<file path="src/rtl/core/tnmvt_pkg.sv">
// tnmvt_pkg: types and constants shared by the top-n max value tracker
// used by the channel interfaces, the cell, the controller, the top level and the checker

package tnmvt_pkg;

   localparam int MAX_ENTRIES_DEFAULT = 32;
   localparam int KEY_W               = 32;
   localparam int VAL_W               = 32;
   localparam int RANK_W              = 5;
   localparam int SIZE_W              = 6;

   localparam logic [SIZE_W-1:0] LIST_SIZE_RESET = SIZE_W'(24);

   typedef enum logic {
      REQ_SAMPLE = 1'b0,
      REQ_DUMP   = 1'b1
   } req_kind_type;

   typedef enum logic {
      ST_IDLE,
      ST_DUMP
   } ctrl_state_type;

   // broadcast from controller to every cell
   typedef struct packed {
      logic                    upd;
      logic                    rotate;
      logic                    trim;
      logic                    has_match;
      logic                    room;
      logic [KEY_W-1:0]        key;
      logic signed [VAL_W-1:0] value;
   } cell_ctrl_type;

   // reductions over the row of cells
   typedef struct packed {
      logic match_found;
      logic match_gt;
      logic gt_last;
   } scan_sum_type;

   typedef struct packed {
      logic [RANK_W-1:0]       entry_rank;
      logic [KEY_W-1:0]        entry_key;
      logic signed [VAL_W-1:0] entry_value;
      logic                    entry_valid;
      logic                    last;
   } rsp_word_type;

endpackage

</file>
<file path="src/rtl/core/tnmvt_cell.sv">
// tnmvt_cell: one rank slot of the sorted list, compares the broadcast sample
// and shifts with its neighbors; depends on tnmvt_pkg

module tnmvt_cell
   import tnmvt_pkg::*;
#(
   parameter int  IDX   = 0,
   parameter int  CNT_W = 6
) (
   input  logic                    clock,
   input  logic                    reset,
   input  cell_ctrl_type           ctrl,
   input  logic [CNT_W-1:0]        keep_count,
   input  logic                    match_tail,
   input  logic [KEY_W-1:0]        left_key,
   input  logic signed [VAL_W-1:0] left_value,
   input  logic                    left_ahead,
   input  logic                    left_used,
   input  logic [KEY_W-1:0]        right_key,
   input  logic signed [VAL_W-1:0] right_value,
   input  logic                    right_used,
   input  logic [KEY_W-1:0]        head_key,
   input  logic signed [VAL_W-1:0] head_value,
   output logic [KEY_W-1:0]        key,
   output logic signed [VAL_W-1:0] value,
   output logic                    used,
   output logic                    ahead,
   output logic                    match,
   output logic                    gt,
   output logic                    is_last
);

   logic [KEY_W-1:0]        key_ff, key_in;
   logic signed [VAL_W-1:0] value_ff, value_in;
   logic                    used_ff, used_in;
   logic                    new_first;
   logic                    zone;

   assign key   = key_ff;
   assign value = value_ff;
   assign used  = used_ff;

   assign match     = used_ff & (key_ff == ctrl.key);
   assign gt        = used_ff & (ctrl.value > value_ff);
   assign new_first = (ctrl.value > value_ff) |
                      ((ctrl.value == value_ff) & (ctrl.key < key_ff));
   assign ahead     = used_ff & ~new_first;
   assign is_last   = used_ff & ~right_used;

   // cells that take part in the shift: up to the slot being freed
   assign zone = ctrl.has_match ? match_tail : (ctrl.room ? left_used : used_ff);

   always_comb begin
      key_in   = key_ff;
      value_in = value_ff;
      if (ctrl.rotate) begin
         key_in   = is_last ? head_key   : right_key;
         value_in = is_last ? head_value : right_value;
      end else if (ctrl.upd && zone && !ahead) begin
         key_in   = left_ahead ? ctrl.key   : left_key;
         value_in = left_ahead ? ctrl.value : left_value;
      end
   end

   always_comb begin
      used_in = used_ff;
      if (ctrl.trim) begin
         used_in = used_ff & (CNT_W'(IDX) < keep_count);
      end else if (ctrl.upd && zone) begin
         used_in = 1'b1;
      end
   end

   always_ff @(posedge clock) begin
      if (reset) begin
         used_ff <= 1'b0;
      end else begin
         used_ff <= used_in;
      end
   end

   always_ff @(posedge clock) begin
      key_ff   <= key_in;
      value_ff <= value_in;
   end

endmodule

</file>
<file path="config.mk">
export PLATFORM = sky130hd
export DESIGN_NAME = tnmvt_cell
export DESIGN_NICKNAME = d
export VERILOG_FILES = /design/src/rtl/core/tnmvt_pkg.sv /design/src/rtl/core/tnmvt_cell.sv
export SDC_FILE = /design/constraint.sdc
export NUM_CORES = 1
export LEC_CHECK = 0
export BUFFER_PORTS_ARGS = -buffer_cell sky130_fd_sc_hd__buf_2
export CAP_MARGIN = 20
export CORE_AREA = 5 5 129 131
export DETAILED_ROUTE_END_ITERATION = 10
export DIE_AREA = 0 0 134 136
export PLACE_DENSITY = 0.73
export REMOVE_ABC_BUFFERS = 1
export SKIP_CTS_REPAIR_TIMING = 1
export SLEW_MARGIN = 20
export SYNTH_ARGS = -nofsm -noshare
export SYNTH_HDL_FRONTEND = slang
export SYNTH_SLANG_ARGS = --single-unit
</file>
<file path="constraint.sdc">
create_clock -name clock -period 4.2 [get_ports clock]
set_input_delay 0.84 -clock clock [delete_from_list [all_inputs] [get_ports clock]]
set_output_delay 0.84 -clock clock [all_outputs]
set_load 0.01 [all_outputs]
</file>
Word-level counts from Yosys, hierarchy flattened
Cells that the tools add are included.
{ "totals": {"ff_bits": 65, "input_bits": 273, "word_cells": 34} }
{ "op_classes": {"order_cmp": 3, "n_eq_ne": 2, "n_mux": 12, "bitwise_logic": 9, "reduce_logical": 5} }
{ "op_table": {"columns": ["cell", "n"], "rows": [
  ["two-way mux 32 bit", 8],
  ["== test 32 bit", 2],
  ["greater-than comparator 32 bit", 1],
  ["< comparator 32 bit", 1],
  ["bitwise AND 1 bit", 6],
  ["< comparator 1 x 6 -> 1 bit, first input constant", 1],
  ["two-way mux 1 bit", 4],
  ["nonzero test 2 bit", 2],
  ["logical AND 1 bit", 2],
  ["inverter 1 bit", 2],
  ["zero test 1 bit", 1],
  ["OR 1 bit", 1]
]} }

Logic depth before layout (Yosys ltp)
{ "logic_depth": {"word_depth": 9, "mapped_depth": 9, "depth_no_buf": 9} }

Least setup slack after synthesis
No wires, ideal clock.
{ "synth_path": {"path_type": "in2reg", "from": "input port ctrl[19] (netlist bit)", "to": "register key_ff[0] (netlist: key[0]), enable pin", "setup_time_ns": 0.433, "arrival_ns": 3.904, "path_slack_ns": -0.136, "stages": 8, "cell_sequence": "ha_1 nand4_2 nor4_4 nand3_2 a2111oi_2 o21ai_1 o21ai_2 o31a_1"} }
{ "synth_via": {"elab_chain_cells": 8, "word_cells_on_any_way": 9, "classes_between": "order compare (1); eq/ne (1); bitwise (4); reduce/logical (3)"} }
{ "synth_lines": {"columns": ["item", "line", "text"], "rows": [
  ["from (decl)", "tnmvt_cell.sv:12", "input cell_ctrl_type ctrl,"],
  ["parallel branches: the longest is 2 deep, another holds greater-than comparator 32 bit", null, null],
  ["OR 1 bit (*)", "tnmvt_cell.sv:45", "assign new_first = (ctrl.value > value_ff) |"],
  ["inverter 1 bit (*)", "tnmvt_cell.sv:47", "assign ahead = used_ff & ~new_first;"],
  ["bitwise AND 1 bit (*)", "tnmvt_cell.sv:47", null],
  ["zero test 1 bit (*)", "tnmvt_cell.sv:59", "end else if (ctrl.upd && zone && !ahead) begin"],
  ["logical AND 1 bit (*)", "tnmvt_cell.sv:59", null],
  ["nonzero test 2 bit (no line) (*)", null, null],
  ["to (signal assigned)", "tnmvt_cell.sv:83", "key_ff <= key_in;"],
  ["to (decl)", "tnmvt_cell.sv:33", "logic [KEY_W-1:0] key_ff, key_in;"]
]} }
Mark *: on every way between the ends.
A chain may end at the register's enable or synchronous reset.

Final worst setup path
{ "layout_path": {"from": "input port ctrl[1] (netlist bit)", "to": "output port gt"} }
{ "layout_via": {"elab_chain_cells": 2} }
{ "layout_lines": {"columns": ["item", "line", "text"], "rows": [
  ["greater-than comparator 32 bit", "tnmvt_cell.sv:44", "assign gt = used_ff & (ctrl.value > value_ff);"],
  ["bitwise AND 1 bit", "tnmvt_cell.sv:44", null],
  ["to (decl)", "tnmvt_cell.sv:29", "output logic gt,"]
]} }
No other way between the ends.

==> summary.md <==
| Metric | Value |
|---|---|
| Status | `complete, no violations` |
| Syn avg cell area | `9.44 sq um` |
| Min-delay src | `used$_SDFFE_PP0P_` |
| Die width | `roughly 130 microns` |
| Worst setup EP type | `output pin` |
| Synth Cell Area | `around 5700 sq um` |
| Int Pwr | `approximately 1.5 mW` |
| Input/output buffers | `between 300 and 400` |
| Yosys top cell by area | `edfxtp_1` |
| Placed inst area | `approximately 7600 sq um` |
| Via count | `5704` |
| Placer Congestion | `slightly below 0.9` |
| Largest cells by area after synthesis | `edfxtp_1 (34%), ha_1 (14%), mux2i_1 (12%), a211oi_1 (8.7%), a21oi_1 (7.6%)` |
| Hold path depth | `2` |
| Peak Freq | `about 0.26 GHz` |
| VDD IR max | `between 0.2 and 0.25 mV` |
| Seq/Total Area, Yosys | `between 30% and 40%` |
| Worst-skew pair later-pin latency | `between 300 and 400 ps` |
| Setup violators final | `0` |
| Initial Util | `a little over a third` |
| Ant. Diodes | `0` |
| Clk buf depth | `2` |
| Number of detailed-route iterations in the first pass | `4` |
| CTS tree | `done` |
| Layout Cells excl Fill | `roughly 1100` |
| Final Max Slew Viols | `0` |
| RSZ-0062 raised after global routing | `false` |
| Reg2reg end | `key[15]$_DFFE_PP_` |
| Leak | `about 3.7 nW` |
| Clock network fraction of total power | `32.3%` |
| Clock sink count | `65` |
| Asr flop ratio synth | `0%` |
| Final ANT Viol Nets | `0` |
| Die height | `between 100 and 150 microns` |
| Total die area | `18200 sq um` |
| Clock root cell | `clkbuf_16` |
| FF-to-FF Start | `value[11]$_DFFE_PP_` |
| Crit Path Class | `primary input to output pin` |
| Final Critical Period | `roughly 3800 ps` |
| Reg power frac | `38.3%` |
| Core ar. | `~15000 sq um` |
| Worst Skew | `10.5 ps` |
| Power density cells | `about 270 nW/um^2` |
| Via-to-Cell Ratio | `about 5.1` |
| Fin crit share | `about nine tenths` |
| R2r worst-path depth | `10` |
| DR DRC count | `0` |
| Sink of the worst hold path | `used$_SDFFE_PP0P_` |
| Clock-pin slew on the worst setup and hold paths | `approximately 50 ps` |
| Initial antenna violation count | `1` |
| Post-DP HPWL | `between 15000 and 20000 microns` |
| Hold crit path type | `register to register` |
| I/O pin count | `approximately 340` |
| Critical path fanouts, max | `3` |
| Avg WL per Cell | `around 17 microns` |
| Area growth syn-to-layout | `38.5%` |
| Critical path data required time | `roughly 3400 ps` |
| Endpoints failing hold | `0` |
| Tot GR Track Use | `between 10% and 20%` |
| Synthesized flop and latch total | `between 60 and 70` |
| Final Routed Wirelength | `~19000 microns` |
| Post-synth EDFFs | `64` |
| First-pass GRT wire length | `about 29000 microns` |
| Startpoint Class | `primary input` |
| CP arrival | `between 2000 and 3000 ps` |
| Comb pwr share | `between 20% and 30%` |
| Placed Cells | `around 1100` |
| Most frequent cells in the layout | `buf_2 (339), a21oi_1 (86), mux2i_1 (66), nor2b_1 (66), a211oi_1 (66)` |
| Relative slew slack | `between 40% and 50%` |
| Mapped Cells | `600` |
| Fin util | `approximately 50%` |
| Slack of the worst reg-to-reg path | `about 1200 ps` |
| Iteration-0 DRC Markers | `207` |
| GR Overflow Total | `0` |
| Slew @ Worst Pin | `roughly 750 ps` |
| Yosys top cell area share | `33.9%` |
| Setup TNS | `0 ps` |
| Clock buffer count from CTS | `9` |
| Vias in the first global route | `about 5600` |
| CTS H-tree depth | `3` |
| Unique masters post-synth | `39` |
| # nets final | `1261` |
| Most common cell after layout, fill and taps aside | `buf_2` |
| Largest net degree at the start of global routing | `between 100 and 150` |
| Sw Share | `~29%` |
| Max-capacitance violation count | `0` |
| Post-route cell area | `about 8000 sq um` |
| Sw power | `0.632 mW` |
| Share of layout cells above drive strength 1 | `approximately two fifths` |
| # rows | `46` |
| Fill cells | `1511` |
| Synth warn | `0` |
| Top FF cell, synth | `edfxtp_1` |
how the worst max path moves through the flow:
stage / startpoint / end / slack (ps) / depth (start not counted)
floorplan: right_used / is_last / -1650 / 1
global placement: ctrl[1] / gt / 370 / 10
detailed placement: ctrl[1] / gt / 380 / 10
CTS: ctrl[1] / gt / 380 / 10
global route: ctrl[15] / gt / 260 / 10
finish: ctrl[1] / gt / 430 / 10
final cells by class:
type                       count  area (sq um)  area share [%]
clock buffer                  16           272            3.46
tap                          192           240            3.06
inverter                      65           244            3.11
multi-input combinational    435          3350            42.7
timing repair buffer         348          1800            23.0
sequential                    65          1940            24.7
critical path, cell delays in order:
cell      delay [ps]
buf_2            110
ha_1             280
nor2b_1          130
o211ai_1         150
a21oi_1          110
o311a_1          360
nor3_1           210
mux2i_1          380
and2_1           230
buf_2            150
routing by layer:
| layer | global-route usage [%] | share of wire (%) | vias to the layer above |
|---|---|---|---|
| met4 | 6.69 | 1.9 | 0 |
| met1 | 25.4 | 43 | 2566 |
| met3 | 4.44 | 7.4 | 28 |
| met5 | 0 | 0 | - |
| met2 | 33.5 | 48 | 232 |
| li1 | - | - | 2878 |
power groups by stage:
stage	Sequential (mW)	Clock (mW)	Combinational, mW
finish	0.823	0.696	0.632
detailed placement	0.835	0	0.634
global route	0.829	0.746	0.711
floorplan	0.866	0	0.282
global placement	0.833	0	0.622
CTS	0.823	0.716	0.638
synth_stat cells, types with 3 or more instances:
master / count
a211oi_1: 66
edfxtp_1: 64
ha_1: 64
mux2i_1: 66
nand4_1: 10
buf_2: 7
a21oi_1: 86
o21ai_0: 5
o21ai_1: 3
nor3_1: 3
nor4_1: 3
nor2b_1: 67
inv_1: 65
nand2_1: 16
nand3_1: 7
nor2_1: 8
clkbuf_1: 28
a21o_1: 8
registers in the layout, indices dropped and copies added (netlist names):
| signal | flops |
|---|---|
| key | 32 |
| value | 32 |
| used | 1 |
metrics by stage:
stage          total power, mW  worst slack, ps  hold slack, ps
2_1_floorplan             1.15            -1650             612
3_3_place_gp              1.45              368             642
3_5_place_dp              1.47              384             645
4_1_cts                   2.18              380             649
5_1_grt                   2.29              263             668
6_report                  2.15              426             664
cells by family (layout without fill, tap and decap cells):
family          after synthesis  count (layout)  share of synthesized area [%]
buf+inv                     100             429                           6.78
mux                          66              66                           11.7
flops                        65              65                           34.3
fa+ha+maj                    64              64                           14.1
simple gates                123             123                           12.9
compound gates              182             182                           20.3
Note: power is estimated with default switching activity, not from simulation.
